File: config.mk
export PLATFORM = sky130hd
export DESIGN_NAME = i2c_master_bit_engine_core
export DESIGN_NICKNAME = d
export VERILOG_FILES = /design/src/rtl/i2cmbe_pkg.sv /design/src/rtl/i2cmbe_seq.sv /design/src/rtl/i2c_master_bit_engine_core.sv
export SDC_FILE = /design/constraint.sdc
export NUM_CORES = 1
export LEC_CHECK = 0
export BUFFER_PORTS_ARGS = -buffer_cell sky130_fd_sc_hd__buf_2
export CAP_MARGIN = 5
export CELL_PAD_IN_SITES_DETAIL_PLACEMENT = 0
export CELL_PAD_IN_SITES_GLOBAL_PLACEMENT = 1
export CORE_MARGIN = 5
export CORE_UTILIZATION = 30
export CTS_CLUSTER_DIAMETER = 30
export DETAILED_ROUTE_END_ITERATION = 10
export PLACE_DENSITY_LB_ADDON = 0.1
export SLEW_MARGIN = 20
export SYNTH_ARGS = -nofsm -noshare
export SYNTH_HDL_FRONTEND = slang
export SYNTH_HIERARCHICAL = 1
export SYNTH_SLANG_ARGS = --single-unit
File: constraint.sdc
create_clock -name clk -period 3.95 [get_ports clk]
set_input_delay 0.5925 -clock clk [delete_from_list [all_inputs] [get_ports clk]]
set_output_delay 0.5925 -clock clk [all_outputs]
set_load 0.02 [all_outputs]
File: src/rtl/i2cmbe_pkg.sv
`default_nettype none

package i2cmbe_pkg;

  // request codes carried in s_tuser
  localparam logic [2:0] REQ_IDLE   = 3'd0;
  localparam logic [2:0] REQ_START  = 3'd1;
  localparam logic [2:0] REQ_STOP   = 3'd2;
  localparam logic [2:0] REQ_WRITE  = 3'd3;
  localparam logic [2:0] REQ_READ   = 3'd4;
  localparam logic [2:0] REQ_ACKW   = 3'd5;
  localparam logic [2:0] REQ_SAMPLE = 3'd6;

  // configuration register indexes
  localparam logic [1:0] CFG_SETUP  = 2'd0;
  localparam logic [1:0] CFG_HALF   = 2'd1;
  localparam logic [1:0] CFG_SAMPLE = 2'd2;
  localparam logic [1:0] CFG_TMO    = 2'd3;

  localparam logic [7:0] SETUP_RST  = 8'd4;
  localparam logic [7:0] HALF_RST   = 8'd2;
  localparam logic [7:0] SAMPLE_RST = 8'd1;
  localparam logic [7:0] TMO_RST    = 8'd250;

  localparam logic [3:0] READ_BITS  = 4'd8;

  typedef enum logic [1:0] {
    PEND_NONE = 2'd0,
    PEND_READ = 2'd1,
    PEND_ACK  = 2'd2
  } pend_t;

  typedef enum logic [1:0] {
    ACK_NONE = 2'd0,
    ACK_OK   = 2'd1,
    ACK_FAIL = 2'd2
  } ack_t;

  typedef enum logic [3:0] {
    RUN_IDLE,
    RUN_START,
    RUN_STOP,
    RUN_WRITE,
    RUN_READ,
    RUN_ACKW,
    RUN_POLL,
    RUN_ACKOK,
    RUN_RDBIT,
    RUN_RDLAST
  } run_t;

  typedef struct packed {
    logic [7:0] setup_wait;
    logic [7:0] half_bit_wait;
    logic [7:0] sample_wait;
    logic [7:0] ack_timeout;
  } cfg_t;

  typedef struct packed {
    logic [2:0] req_type;
    logic [7:0] tx_byte;
    logic       send_ack;
    logic       sda_sample;
  } item_t;

  typedef struct packed {
    logic       scl_level;
    logic       sda_level;
    logic       sda_drive;
    logic [7:0] wait_us;
    logic       sample_request;
  } pin_t;

  typedef struct packed {
    pin_t       pin;
    logic       rx_valid;
    logic [7:0] rx_byte;
    logic [1:0] ack_status;
    logic       last;
  } step_t;

  // a released data line always reads back high
  function automatic pin_t mk_pin(input logic scl, input logic sda, input logic drv,
                                  input logic [7:0] w, input logic req);
    pin_t p;
    p.scl_level      = scl;
    p.sda_level      = drv ? sda : 1'b1;
    p.sda_drive      = drv;
    p.wait_us        = w;
    p.sample_request = req;
    return p;
  endfunction

  function automatic logic [4:0] run_len(input run_t r);
    logic [4:0] n;
    case (r)
      RUN_IDLE:   n = 5'd1;
      RUN_START:  n = 5'd4;
      RUN_STOP:   n = 5'd4;
      RUN_WRITE:  n = 5'd25;
      RUN_READ:   n = 5'd3;
      RUN_ACKW:   n = 5'd2;
      RUN_POLL:   n = 5'd1;
      RUN_ACKOK:  n = 5'd1;
      RUN_RDBIT:  n = 5'd3;
      RUN_RDLAST: n = 5'd5;
      default:    n = 5'd1;
    endcase
    return n;
  endfunction

endpackage

`default_nettype wire

File: src/rtl/i2cmbe_seq.sv
`default_nettype none

module i2cmbe_seq
  import i2cmbe_pkg::*;
(
  input  wire   clk,
  input  wire   rst,
  input  cfg_t  cfg,
  input  wire   in_valid,
  output logic  in_ready,
  input  item_t in_item,
  input  wire   step_ready,
  output logic  step_valid,
  output step_t step
);

  typedef enum logic {
    ST_IDLE,
    ST_RUN
  } state_t;

  state_t     state;
  run_t       run;
  logic [4:0] idx;
  logic [1:0] phase;
  logic [7:0] tx_shift;
  logic       run_rxv;
  ack_t       run_ack;

  pend_t      pending_operation;
  logic [3:0] bit_counter;
  logic [7:0] receive_shift;
  logic [7:0] poll_counter;
  logic       ack_choice;

  logic       line_scl;
  logic       line_sda;
  logic       line_drive;

  pin_t       pin;
  logic       emit;
  logic       is_last;
  logic [8:0] poll_next;
  logic [7:0] shift_next;
  logic [3:0] bits_next;

  assign in_ready   = (state == ST_IDLE);
  assign step_valid = (state == ST_RUN);
  assign emit       = (state == ST_RUN) && step_ready;
  assign is_last    = (idx == run_len(run) - 5'd1);

  assign poll_next  = {1'b0, poll_counter} + 9'd1;
  assign shift_next = {receive_shift[6:0], in_item.sda_sample};
  assign bits_next  = bit_counter + 4'd1;

  always_comb begin
    pin = mk_pin(line_scl, line_sda, line_drive, 8'd0, 1'b0);
    case (run)
      RUN_IDLE: pin = mk_pin(1'b1, 1'b1, 1'b1, 8'd0, 1'b0);
      RUN_START: begin
        case (idx[1:0])
          2'd0:    pin = mk_pin(line_scl, 1'b1, 1'b1, 8'd0, 1'b0);
          2'd1:    pin = mk_pin(1'b1, 1'b1, 1'b1, cfg.setup_wait, 1'b0);
          2'd2:    pin = mk_pin(1'b1, 1'b0, 1'b1, cfg.setup_wait, 1'b0);
          default: pin = mk_pin(1'b0, 1'b0, 1'b1, 8'd0, 1'b0);
        endcase
      end
      RUN_STOP: begin
        case (idx[1:0])
          2'd0:    pin = mk_pin(1'b0, line_sda, 1'b1, 8'd0, 1'b0);
          2'd1:    pin = mk_pin(1'b0, 1'b0, 1'b1, cfg.setup_wait, 1'b0);
          2'd2:    pin = mk_pin(1'b1, 1'b0, 1'b1, 8'd0, 1'b0);
          default: pin = mk_pin(1'b1, 1'b1, 1'b1, cfg.setup_wait, 1'b0);
        endcase
      end
      RUN_WRITE: begin
        if (idx == 5'd0) begin
          pin = mk_pin(1'b0, line_sda, 1'b1, 8'd0, 1'b0);
        end else begin
          pin = mk_pin(phase == 2'd1, tx_shift[7], 1'b1, cfg.half_bit_wait, 1'b0);
        end
      end
      RUN_READ: begin
        case (idx[1:0])
          2'd0:    pin = mk_pin(line_scl, 1'b1, 1'b0, 8'd0, 1'b0);
          2'd1:    pin = mk_pin(1'b0, 1'b1, 1'b0, cfg.half_bit_wait, 1'b0);
          default: pin = mk_pin(1'b1, 1'b1, 1'b0, 8'd0, 1'b1);
        endcase
      end
      RUN_ACKW: begin
        if (idx == 5'd0) begin
          pin = mk_pin(line_scl, 1'b1, 1'b0, cfg.sample_wait, 1'b0);
        end else begin
          pin = mk_pin(1'b1, 1'b1, 1'b0, cfg.sample_wait, 1'b1);
        end
      end
      RUN_POLL:  pin = mk_pin(line_scl, line_sda, line_drive, 8'd0, 1'b1);
      RUN_ACKOK: pin = mk_pin(1'b0, line_sda, line_drive, 8'd0, 1'b0);
      RUN_RDBIT: begin
        case (idx[1:0])
          2'd0:    pin = mk_pin(line_scl, line_sda, line_drive, cfg.sample_wait, 1'b0);
          2'd1:    pin = mk_pin(1'b0, 1'b1, 1'b0, cfg.half_bit_wait, 1'b0);
          default: pin = mk_pin(1'b1, 1'b1, 1'b0, 8'd0, 1'b1);
        endcase
      end
      RUN_RDLAST: begin
        case (idx[2:0])
          3'd0:    pin = mk_pin(line_scl, line_sda, line_drive, cfg.sample_wait, 1'b0);
          3'd1:    pin = mk_pin(1'b0, line_sda, line_drive, 8'd0, 1'b0);
          3'd2:    pin = mk_pin(1'b0, !ack_choice, 1'b1, cfg.half_bit_wait, 1'b0);
          3'd3:    pin = mk_pin(1'b1, line_sda, 1'b1, cfg.half_bit_wait, 1'b0);
          default: pin = mk_pin(1'b0, line_sda, 1'b1, 8'd0, 1'b0);
        endcase
      end
      default: pin = mk_pin(line_scl, line_sda, line_drive, 8'd0, 1'b0);
    endcase
  end

  always_comb begin
    step.pin        = pin;
    step.rx_valid   = run_rxv;
    step.rx_byte    = run_rxv ? receive_shift : 8'd0;
    step.ack_status = run_ack;
    step.last       = is_last;
  end

  always_ff @(posedge clk) begin
    if (rst) begin
      state             <= ST_IDLE;
      run               <= RUN_IDLE;
      idx               <= 5'd0;
      phase             <= 2'd0;
      tx_shift          <= 8'd0;
      run_rxv           <= 1'b0;
      run_ack           <= ACK_NONE;
      pending_operation <= PEND_NONE;
      bit_counter       <= 4'd0;
      receive_shift     <= 8'd0;
      poll_counter      <= 8'd0;
      ack_choice        <= 1'b0;
      line_scl          <= 1'b1;
      line_sda          <= 1'b1;
      line_drive        <= 1'b0;
    end else begin
      case (state)
        ST_IDLE: begin
          if (in_valid) begin
            idx     <= 5'd0;
            phase   <= 2'd0;
            run_rxv <= 1'b0;
            run_ack <= ACK_NONE;
            if (in_item.req_type == REQ_SAMPLE) begin
              // a sample with nothing pending is dropped without a run
              if (pending_operation == PEND_ACK) begin
                state <= ST_RUN;
                if (in_item.sda_sample) begin
                  if (poll_next > {1'b0, cfg.ack_timeout}) begin
                    pending_operation <= PEND_NONE;
                    poll_counter      <= 8'd0;
                    run               <= RUN_STOP;
                    run_ack           <= ACK_FAIL;
                  end else begin
                    poll_counter <= poll_next[7:0];
                    run          <= RUN_POLL;
                  end
                end else begin
                  pending_operation <= PEND_NONE;
                  run               <= RUN_ACKOK;
                  run_ack           <= ACK_OK;
                end
              end else if (pending_operation == PEND_READ) begin
                state         <= ST_RUN;
                receive_shift <= shift_next;
                bit_counter   <= bits_next;
                if (bits_next < READ_BITS) begin
                  run <= RUN_RDBIT;
                end else begin
                  pending_operation <= PEND_NONE;
                  run               <= RUN_RDLAST;
                  run_rxv           <= 1'b1;
                end
              end
            end else if (in_item.req_type inside {REQ_IDLE, REQ_START, REQ_STOP,
                                                  REQ_WRITE, REQ_READ, REQ_ACKW}) begin
              state             <= ST_RUN;
              pending_operation <= PEND_NONE;
              case (in_item.req_type)
                REQ_IDLE:  run <= RUN_IDLE;
                REQ_START: run <= RUN_START;
                REQ_STOP:  run <= RUN_STOP;
                REQ_WRITE: begin
                  run      <= RUN_WRITE;
                  tx_shift <= in_item.tx_byte;
                end
                REQ_READ: begin
                  run               <= RUN_READ;
                  ack_choice        <= in_item.send_ack;
                  bit_counter       <= 4'd0;
                  receive_shift     <= 8'd0;
                  pending_operation <= PEND_READ;
                end
                default: begin
                  run               <= RUN_ACKW;
                  poll_counter      <= 8'd0;
                  pending_operation <= PEND_ACK;
                end
              endcase
            end
          end
        end
        ST_RUN: begin
          if (emit) begin
            line_scl   <= pin.scl_level;
            line_sda   <= pin.sda_level;
            line_drive <= pin.sda_drive;
            idx        <= idx + 5'd1;
            // advance the byte one bit after the low, high, low phases
            if (run == RUN_WRITE && idx != 5'd0) begin
              if (phase == 2'd2) begin
                phase    <= 2'd0;
                tx_shift <= {tx_shift[6:0], 1'b0};
              end else begin
                phase <= phase + 2'd1;
              end
            end
            if (is_last) begin
              state <= ST_IDLE;
            end
          end
        end
        default: state <= ST_IDLE;
      endcase
    end
  end

endmodule

`default_nettype wire

File: src/rtl/i2c_master_bit_engine_core.sv
`default_nettype none

// channel  dir  handshake          payload
// s_*      in   s_tvalid/s_tready  command or SDA sample beat
// m_*      out  m_tvalid/m_tready  one pin step per beat, m_tlast ends a run
// cfg_*    in   cfg_valid/cfg_ready  register write, always ready
//
// A command is accepted while the step sequencer is idle; the sequencer then
// emits one pin step a cycle into the output register unless m_tready stalls it.
// A sample with nothing pending, or an unused code, is accepted and dropped without a run.
// Reset releases the bus lines and restores the register defaults.
// A stalled m_tready holds the step sequencer; no new beat is taken mid-run.

module i2c_master_bit_engine_core
  import i2cmbe_pkg::*;
(
  input  wire         clk,
  input  wire         rst,
  input  wire         s_tvalid,
  output logic        s_tready,
  input  wire  [15:0] s_tdata,   // tx_byte[7:0], send_ack[8], sda_sample[9], zero pad
  input  wire  [2:0]  s_tuser,   // req_type
  output logic        m_tvalid,
  input  wire         m_tready,
  output logic [23:0] m_tdata,   // scl_level[0], sda_level[1], sda_drive[2],
                                 // wait_us[10:3], sample_request[11], rx_valid[12],
                                 // rx_byte[20:13], ack_status[22:21], zero pad
  output logic        m_tlast,   // last
  input  wire         cfg_valid,
  output logic        cfg_ready,
  input  wire  [1:0]  cfg_index,
  input  wire  [7:0]  cfg_data
);

  cfg_t  cfg;
  item_t item;
  step_t step;
  logic  step_valid;
  logic  step_ready;

  assign cfg_ready = 1'b1;

  always_ff @(posedge clk) begin
    if (rst) begin
      cfg.setup_wait    <= SETUP_RST;
      cfg.half_bit_wait <= HALF_RST;
      cfg.sample_wait   <= SAMPLE_RST;
      cfg.ack_timeout   <= TMO_RST;
    end else if (cfg_valid) begin
      case (cfg_index)
        CFG_SETUP:  cfg.setup_wait    <= cfg_data;
        CFG_HALF:   cfg.half_bit_wait <= cfg_data;
        CFG_SAMPLE: cfg.sample_wait   <= cfg_data;
        default:    cfg.ack_timeout   <= cfg_data;
      endcase
    end
  end

  always_comb begin
    item.req_type   = s_tuser;
    item.tx_byte    = s_tdata[7:0];
    item.send_ack   = s_tdata[8];
    item.sda_sample = s_tdata[9];
  end

  assign step_ready = !m_tvalid || m_tready;

  i2cmbe_seq u_seq (
    .clk        (clk),
    .rst        (rst),
    .cfg        (cfg),
    .in_valid   (s_tvalid),
    .in_ready   (s_tready),
    .in_item    (item),
    .step_ready (step_ready),
    .step_valid (step_valid),
    .step       (step)
  );

  // output register: load a fresh step whenever the slot is free or draining
  always_ff @(posedge clk) begin
    if (rst) begin
      m_tvalid <= 1'b0;
    end else if (step_ready) begin
      m_tvalid <= step_valid;
    end
  end

  always_ff @(posedge clk) begin
    if (step_ready && step_valid) begin
      m_tdata <= {1'b0, step.ack_status, step.rx_byte, step.rx_valid,
                  step.pin.sample_request, step.pin.wait_us, step.pin.sda_drive,
                  step.pin.sda_level, step.pin.scl_level};
      m_tlast <= step.last;
    end
  end

endmodule

`default_nettype wire
==> impl_metrics.yaml, run 1 <==
synth:
  syn_inst: 622
  synth-edff-count: 24
  yosys.area.top_type_share: 0.301
  synth_compound_area_frac: 0.130
  synth_xor_area_frac: 0.0214
  syn-num-nets: 677
  synth-simple-area-share: 0.224
  synth.distinct_cells: 69
  synth_ff_type: "dfxtp_1"
  yosysTopAreaCell: "dfxtp_1"
  ys_warn_count: 6
  synthMuxAreaShare: 0.0964
  synthArstFlopShare: 0
  synth_top_family_by_area: "simple AND/OR/NAND/NOR gates"
  synth-seq-cells: 110
  synth_area_leaders: "dfxtp_1 (30%), edfxtp_1 (13%), mux2i_1 (7.9%), ha_1 (4.6%), nand2b_1 (4.3%)"
  synth_adder_area_share: 0.0459
  syn_area_um2: 5730
  syn_area_per_cell_um2: 9.20
  ys_seq_area_frac: 0.427
outcome:
  outcome: "finished, final reports clean"
setup_path:
  cp.arrival_ns: 3.40
  critPathMaxFanout: 6
  worstSetupPathType: "reg2reg"
  path_delay_family: "simple AND/OR/NAND/NOR gates"
  required_ns: 4.19
  worst_setup_path_start_kind: "flip-flop"
  crit_path_end_kind: "flip-flop"
  critPathSlowestCell: "dfxtp_1"
  cp_num_buf_inv: 0
  path_cells: "ha_1 -> nand3_1 -> or2_0 -> xnor2_1 -> ha_1 -> nand3_1 -> nor3_2 -> o221ai_1 -> o21a_1 -> and3_1 -> a311o_1"
  slowest_delay_ns: 0.42
power_and_ir_drop:
  powerDensity_nw_per_um2: 391
  p_leak_uw: 0.00266
  peakVddDrop_uv: 204
route:
  drt-pass1-iter-count: 5
  via_per_inst: 4.97
  wl_um: 14500
  ant_nets: 0
  routedWlPerCell_um: 16.2
  drtIter0Drc: 279
  drc: 0
  dr_total_vias: 4446
cts:
  cts_tree: "done"
  holdBufCountCts: 0
  clock-sinks: 110
  root_buffer: "clkbuf_16"
  clk_pin_slew_ns: 0.08
  cts_setup_buffers: 0
  clock_latency_ns: 0.36
  ctsHtreeMaxLevel: 3
  cts.path.max_buffers: 2
  cts_resized: 0
  cts_made_buffers: 9
layout:
  multi_input_area_um2: 2970
  nNetsFinal: 710
  layout-area-overhead-vs-synth_pct: 12.8
  num-fill-cells: 1932
  final_common_cell: "dfxtp_1"
  drive_gt1_frac: 0.152
  final_cell_mix: "dfxtp_1 (86), nor2_1 (60), buf_2 (53), mux2i_1 (45), a21oi_1 (40)"
  stdcell_area_um2: 6460
  antenna_cells: 0
  seq_area_um2: 2440
timing:
  slew_violations: 0
  min_period_ns: 3.16
  clock_skew_ns: 0.00940
  hold_viol_final: 0
  setup_slack_ns: 0.791
  worstMarginPinSlew_ns: 0.882
  relSlewSlack: 0.412
  setup_tns_ns: 0
  period_share: 0.800
  fmax_mhz: 317
  setup_violations: 0
  rsz0062_at_grt: "false"
global_routing:
  grt_pass1_vias: 4413
  grt_pass1_wl_um: 23500
  grt.overflow.total: 0
  grt_max_degree: 56
  grtUsageTotal: 0.133
  antenna_found_initial: 0
placed_design:
  dpl-instance-area_um2: 6150
  io_buffer_count: 53
  hpwlAfterDp_um: 10300
  dp_slack_ns: 0.799
  gp_congestion: 0.755
worst_hold_path:
  hold_path.class: "reg2reg"
floorplanning:
  core_um2: 18800
  start_util: 0.305
  die_h_um: 148
  dieArea_um2: 21900
  num_io_pins: 62
  rows: 50
  die_x_um: 148
flow_run:
  maxCapViolations: 0
-- Yosys cell counts, types with 9 or more instances --
library cell and count:
o21ai_0 20, nor3_1 11, nand2_1 36, mux2_2 9, dfxtp_1 86, nand2b_1 39
a21oi_1 40, nor2_1 60, nand3_1 26, ha_1 21, mux2i_1 45, and2_1 12
clkbuf_1 18, nor2b_1 10, edfxtp_1 24, inv_1 35, xnor2_1 10, buf_2 13
-- registers in the layout, indices dropped and copies added, names as in the netlist, 2 cells and up, named ones only --
name and count:
u_seq/pending_operation 2, u_seq/tx_shift 8, u_seq/receive_shift 8, u_seq/idx 5, u_seq/bit_counter 4, u_seq/phase 2
u_seq/run_ack 2, u_seq/poll_counter 8, m_tdata 23, u_seq/run 4, cfg 32
-- metrics by stage --
stage | hold WS [ns] | std cells | util | power (uW)
final | 0.454 | 894 | 0.344 | 2520
after floorplan | 0.408 | 622 | - | 1480
after CTS | 0.446 | 894 | 0.344 | 2570
after detailed placement | 0.424 | 878 | 0.328 | 1580
after global placement | 0.423 | 878 | 0.328 | 1580
after global routing | 0.458 | 894 | 0.344 | 2640
-- path summary, 6_finish.rpt --
kind         slack, ns           to  cells after the start                  start
max               0.79    flip-flop                     11  u_seq/poll_counter[0]
min reg2reg       0.45  m_tdata[22]                      0       u_seq/run_ack[1]
max reg2reg       0.79    flip-flop                     11  u_seq/poll_counter[0]
min               0.45  m_tdata[22]                      0       u_seq/run_ack[1]
-- routing by layer --
metal | vias to the layer above | track usage | wire length [um]
met5 | - | 0 | 0
met4 | 0 | 0.0480 | 236
met3 | 17 | 0.0216 | 379
met2 | 68 | 0.216 | 6730
met1 | 2112 | 0.180 | 7110
li1 | 2249 | - | -
-- power by group --
group	switching [uW]	total (uW)	internal, uW	leakage (uW)
sequential	39.5	1240	1200	0.000927
clock	460	967	507	0.000155
combinational	199	321	122	0.00158
-- cell families after synthesis --
kind of cell	count (synthesis)
other cells	2
buf+inv	72
compound gates	114
fa+ha+maj	21
flops	110
mux	54
simple gates	235
xor+xnor	14
-- cell type report --
cell class | count | area share
Multi-Input combinational cell | 440 | 0.460
Sequential cell | 110 | 0.378
Timing Repair Buffer | 58 | 0.0469
Tap cell | 234 | 0.0453
Clock buffer | 9 | 0.0349
Inverter | 36 | 0.0209
Clock inverter | 7 | 0.0137
(Power assumes the default switching activity.)
==> run 2: changes to the inputs <==
ABC_AREA = 1   (was unset)
clock period = 3.1 ns   (was 3.95 ns; I/O delays follow)
==> run 2 against run 1 <==
Compared with the run above:
- clock skew grew 0.0013 ns
- cell area shrank 1.1%
- worst hold slack lost 0.077 ns
- clock-buffer cell count grew 4
- combinational power grew 57%
- sequential cell count is the same
- largest cell class unchanged
- die area shrank 0.96%
- clock power grew 11%
- core utilization shrank 0.14 points
==> impl_metrics.yaml, run 2 <==
cts:
  cts_made_buffers: 9
  cts_tree: "done"
  cts.path.max_buffers: 2
  root_buffer: "clkbuf_16"
  cts_resized: 0
  clk_pin_slew_ns: 0.08
  clock-sinks: 110
  holdBufCountCts: 0
  cts_setup_buffers: 0
  clock_latency_ns: 0.35
  ctsHtreeMaxLevel: 3
worst_hold_path:
  hp-start: "s_tdata[5]"
  hold_path.class: "in2reg"
  hold_depth: 3
  min_to: "u_seq/tx_shift[5]"
timing:
  setup_violations: 0
  hold_ws_ns: 0.376
  worstMarginPinSlew_ns: 0.967
  slew_violations: 0
  clock_skew_ns: 0.0107
  fmax_mhz: 374
  hold_viol_final: 0
  setup_tns_ns: 0
  min_period_ns: 2.67
  period_share: 0.863
  rsz0062_at_grt: "false"
  relSlewSlack: 0.353
  setup_slack_ns: 0.426
floorplanning:
  core_um2: 18600
  start_util: 0.304
  die_x_um: 147
  rows: 50
  die_h_um: 147
  dieArea_um2: 21700
  num_io_pins: 62
synth:
  syn_area_per_cell_um2: 7.29
  synth_ff_type: "dfxtp_1"
  synth_area_leaders: "dfxtp_1 (30%), nand2_1 (13%), edfxtp_1 (13%), inv_1 (7.2%), nor2_1 (5.3%)"
  ys_seq_area_frac: 0.431
  synth.distinct_cells: 45
  syn_area_um2: 5670
  yosysMostFrequentCell: "nand2_1"
  syn_inst: 777
  syn-num-nets: 832
  ys_warn_count: 6
  synthTopCellsByCount: "nand2_1 (200), inv_1 (108), dfxtp_1 (86)"
  synth-edff-count: 24
  synth-seq-cells: 110
  synthArstFlopShare: 0
  yosysTopAreaCell: "dfxtp_1"
  yosys.area.top_type_share: 0.304
setup_path:
  crit_path_end_kind: "flip-flop"
  r2r_cells: 16
  r2r_end: "u_seq/poll_counter[1]"
  critPathMaxFanout: 7
  cp.arrival_ns: 2.96
  r2r_slack_ns: 0.43
  worst_setup_path_start_kind: "flip-flop"
  worstSetupPathType: "reg2reg"
  required_ns: 3.38
  worstReg2RegStart: "u_seq/poll_counter[0]"
route:
  wl_um: 15100
  routedWlPerCell_um: 14.2
  drc: 0
  ant_nets: 0
  drtIter0Drc: 272
  dr_total_vias: 4974
  drt-pass1-iter-count: 5
  via_per_inst: 4.69
layout:
  final_common_cell: "nand2_1"
  top_regs: "cfg x32, m_tdata x23"
  largest_reg_flops: 32
  largest-register: "cfg"
  layout-area-overhead-vs-synth_pct: 12.8
  nNetsFinal: 876
  final_cell_count_no_fill: 1060
  num-fill-cells: 2056
  drive_gt1_frac: 0.111
  final_cell_mix: "nand2_1 (200), inv_1 (108), dfxtp_1 (86), nor2_1 (80), nand3_1 (57)"
  antenna_cells: 0
global_routing:
  antenna_found_initial: 0
  grt_max_degree: 33
  grtUsageTotal: 0.145
  grt_pass1_vias: 5088
  grt.overflow.total: 0
  grt_pass1_wl_um: 25600
power_and_ir_drop:
  powerDensity_nw_per_um2: 496
  peakVddDrop_uv: 229
  p_leak_uw: 0.00293
outcome:
  outcome: "finished, final reports clean"
placed_design:
  io_buffer_count: 53
  hpwlAfterDp_um: 11300
  dp.cells: 1044
  gp_congestion: 0.828
  dp_slack_ns: 0.456
flow_run:
  maxCapViolations: 0
-- run 2: worst max path at each step --
stage                                from                    end  slack, ns  cells past startpoint
CTS                 u_seq/poll_counter[0]  u_seq/poll_counter[1]       0.43                     16
detailed placement  u_seq/poll_counter[0]  u_seq/poll_counter[1]       0.46                     16
finish              u_seq/poll_counter[0]  u_seq/poll_counter[1]       0.43                     16
global placement    u_seq/poll_counter[0]  u_seq/poll_counter[4]       0.50                     16
global route        u_seq/poll_counter[0]  u_seq/poll_counter[4]       0.03                     16
floorplan           u_seq/poll_counter[0]  u_seq/poll_counter[1]       0.94                     16
-- run 2: cell families (layout without fill, tap and decap cells) --
group	Yosys count	in the layout	synth area share
compound gates	125	125	0.130
xor+xnor	12	12	0.0185
fa+ha+maj	21	21	0.0464
buf+inv	138	187	0.0998
flops	110	110	0.431
other cells	2	2	0.00133
simple gates	369	369	0.273
-- run 2: cell type report --
cell class / instances / area, um2 / area share
inverter: 111 / 417 / 0.0652
sequential: 110 / 2440 / 0.382
clock inverter: 3 / 20.0 / 0.00313
tap: 234 / 293 / 0.0458
timing repair buffer: 60 / 318 / 0.0497
clock buffer: 13 / 240 / 0.0376
multi-input combinational: 529 / 2660 / 0.417
-- run 2: worst max-delay path, stage by stage, from the launching register on --
cell	delay, ns
dfxtp_1	0.42
ha_1	0.22
nand3_1	0.15
nor2_1	0.15
xor2_1	0.25
ha_1	0.29
nand2_1	0.06
nand2_1	0.05
nand2_1	0.05
nand2_1	0.05
nor2_1	0.09
nand2_1	0.10
nand2_1	0.10
nand2_1	0.09
nor2_2	0.28
nand2_1	0.11
a21oi_1	0.13
-- run 2: power breakdown --
group          internal [uW]  switching (uW)
sequential              1550            50.9
clock                    549             519
combinational            158             346
total                   2260             916
-- run 2: stage by stage --
| stage | util | total power (uW) | area (um2) |
|---|---|---|---|
| floorplan | - | 1990 | 5670 |
| global placement | 0.329 | 2140 | 6130 |
| detailed placement | 0.329 | 2140 | 6130 |
| CTS | 0.343 | 3240 | 6390 |
| global route | 0.343 | 3360 | 6390 |
| finish | 0.343 | 3170 | 6390 |
-- run 2: metal layers --
layer / GRT usage / share of wire / vias up / wire, um
li1: - / - / 2597 / -
met1: 0.190 / 0.48 / 2317 / 7300
met2: 0.246 / 0.48 / 45 / 7250
met3: 0.0239 / 0.021 / 15 / 316
met4: 0.0410 / 0.015 / 0 / 230
met5: 0 / 0 / - / 0
==> run 3: changes to the inputs <==
BUFFER_PORTS_ARGS = -buffer_cell sky130_fd_sc_hd__buf_4   (was -buffer_cell sky130_fd_sc_hd__buf_2)
==> run 3 against run 2 <==
Compared with the run above:
- first-iteration DRC count grew 6.6%
- non-clock buffer count down 3
- clock power rose by 4%
- critical path type unchanged
==> impl_metrics.yaml, run 3 (synthesis gave the netlist of run 2 again) <==
layout:
  nNetsFinal: 873
  final_common_cell: "nand2_1"
  largest-register: "cfg"
  stdcell_area_um2: 6520
  top_regs: "cfg x32, m_tdata x23"
  drive_gt1_frac: 0.111
  antenna_cells: 0
  final_cell_mix: "nand2_1 (200), inv_1 (108), dfxtp_1 (86), nor2_1 (80)"
  largest_reg_flops: 32
  final_cell_count_no_fill: 1057
  layout-area-overhead-vs-synth_pct: 15.1
timing:
  min_period_ns: 2.58
  relSlewSlack: 0.297
  clock_skew_ns: 0.00631
  fmax_mhz: 387
  hold_viol_final: 0
  setup_violations: 0
  worstMarginPinSlew_ns: 1.05
  hold_ws_ns: 0.344
  setup_tns_ns: 0
  rsz0062_at_grt: "false"
  period_share: 0.833
  slew_violations: 0
cts:
  clk_pin_slew_ns: 0.07
  cts_made_buffers: 9
  clock_latency_ns: 0.35
  root_buffer: "clkbuf_16"
  ctsHtreeMaxLevel: 3
  cts_tree: "done"
  cts_setup_buffers: 0
  holdBufCountCts: 0
  clock-sinks: 110
  cts_resized: 0
  cts.path.max_buffers: 2
floorplanning:
  num_io_pins: 62
  start_util: 0.304
  dieArea_um2: 21700
  rows: 50
  core_um2: 18600
  die_h_um: 147
  die_x_um: 147
placed_design:
  gp_congestion: 0.810
  dpl-instance-area_um2: 6240
  io_buffer_count: 53
  hpwlAfterDp_um: 11100
  dp.cells: 1041
setup_path:
  cp.arrival_ns: 2.86
  worstReg2RegStart: "u_seq/poll_counter[0]"
  worst_setup_path_start_kind: "flip-flop"
  path_depth: 16
  path_delay_family: "simple AND/OR/NAND/NOR gates"
  worstSetupStartpoint: "u_seq/poll_counter[0]"
  worstSetupPathType: "reg2reg"
  crit_path_end: "u_seq/poll_counter[7]"
  r2r_end: "u_seq/poll_counter[7]"
  required_ns: 3.38
  cp_common_cell: "nand2_1"
  cp_num_buf_inv: 0
  r2r_slack_ns: 0.52
  critPathSlowestCell: "dfxtp_1"
  slowest_delay_ns: 0.41
  critPathMaxFanout: 7
  path_cells: "ha_1 -> nand3_1 -> nor2_1 -> xor2_1 -> ha_1 -> nand2_1 -> nand2_1 -> nand2_1 -> nand2_1 -> nor2_1 -> nand2_1 -> nand2_1 -> nand2_1 -> nor2_2 -> nand2_1 -> a21oi_1"
  crit_path_end_kind: "flip-flop"
  r2r_cells: 16
route:
  drtIter0Drc: 290
  routedWlPerCell_um: 14.1
  drc: 0
  wl_um: 14900
  via_per_inst: 4.75
  dr_total_vias: 5025
  ant_nets: 0
  drt-pass1-iter-count: 6
power_and_ir_drop:
  p_clk_frac: 0.342
  p_leak_uw: 0.00298
  peakVddDrop_uv: 238
  powerDensity_nw_per_um2: 496
  swShare: 0.288
  pwr-share-comb: 0.162
  switching_power_uw: 932
  power_frac_seq: 0.495
  internal-power_uw: 2300
  power_uw: 3230
global_routing:
  antenna_found_initial: 0
  grtUsageTotal: 0.142
  grt_pass1_vias: 5019
  grt.overflow.total: 0
  grt_pass1_wl_um: 25000
  grt_max_degree: 39
flow_run:
  maxCapViolations: 0
worst_hold_path:
  hold_path.class: "in2reg"
outcome:
  outcome: "finished, final reports clean"
## run 3: cell count changes in the layout (fill, tap and decap cells not counted)
cell        previous run  this run
buf_2                 53         0
inv_6                  0         1
clkinvlp_4             1         0
buf_4                  7        57
inv_4                  2         0
clkbuf_1               4         2
clkinv_2               0         1
clkbuf_8               0         1
clkinv_4               0         2
## run 3: through the flow
stage	utilization	worst slack [ns]
floorplan	-	0.944
global placement	0.335	0.505
detailed placement	0.335	0.490
CTS	0.350	0.456
global route	0.350	0.0664
finish	0.350	0.519
## run 3: worst min-delay path by stage
stage	slack, ns	end	start	cells after the start
detailed placement	0.41	m_tdata[21]	u_seq/run_ack[0]	0
finish	0.34	cfg[7]	cfg_data[7]	3
global placement	0.42	m_tdata[21]	u_seq/run_ack[0]	0
CTS	0.33	cfg[7]	cfg_data[7]	3
floorplan	0.40	m_tdata[21]	u_seq/run_ack[0]	0
global route	0.34	cfg[7]	cfg_data[7]	3
## run 3: cell type report
type / instances / area [um2]
clock buffer: 12 / 246
inverter: 111 / 417
tap: 234 / 293
fill: 2009 / 12100
timing repair buffer: 57 / 428
multi-input combinational: 529 / 2660
sequential: 110 / 2440
clock inverter: 4 / 31.3
## run 3: per-layer routing
layer,track usage,routed length [um],up-vias
met5,0,0,-
met4,0.0461,248,0
met3,0.0254,445,19
met2,0.243,7230,69
met1,0.183,6980,2338
li1,-,-,2599
## run 3: worst register-to-register path, cell delays in order (launching register included)
cell	delay [ns]
dfxtp_1	0.41
ha_1	0.22
nand3_1	0.15
nor2_1	0.15
xor2_1	0.22
ha_1	0.28
nand2_1	0.06
nand2_1	0.04
nand2_1	0.05
nand2_1	0.05
nor2_1	0.10
nand2_1	0.10
nand2_1	0.09
nand2_1	0.09
nor2_2	0.27
nand2_1	0.10
a21oi_1	0.13
## run 3: power by group through the flow
stage	clock [uW]	combinational (uW)	sequential, uW
final	1110	525	1600
after global routing	1210	600	1610
after CTS	1160	533	1600
after detailed placement	0	530	1640
after global placement	0	525	1630
after floorplan	0	333	1660
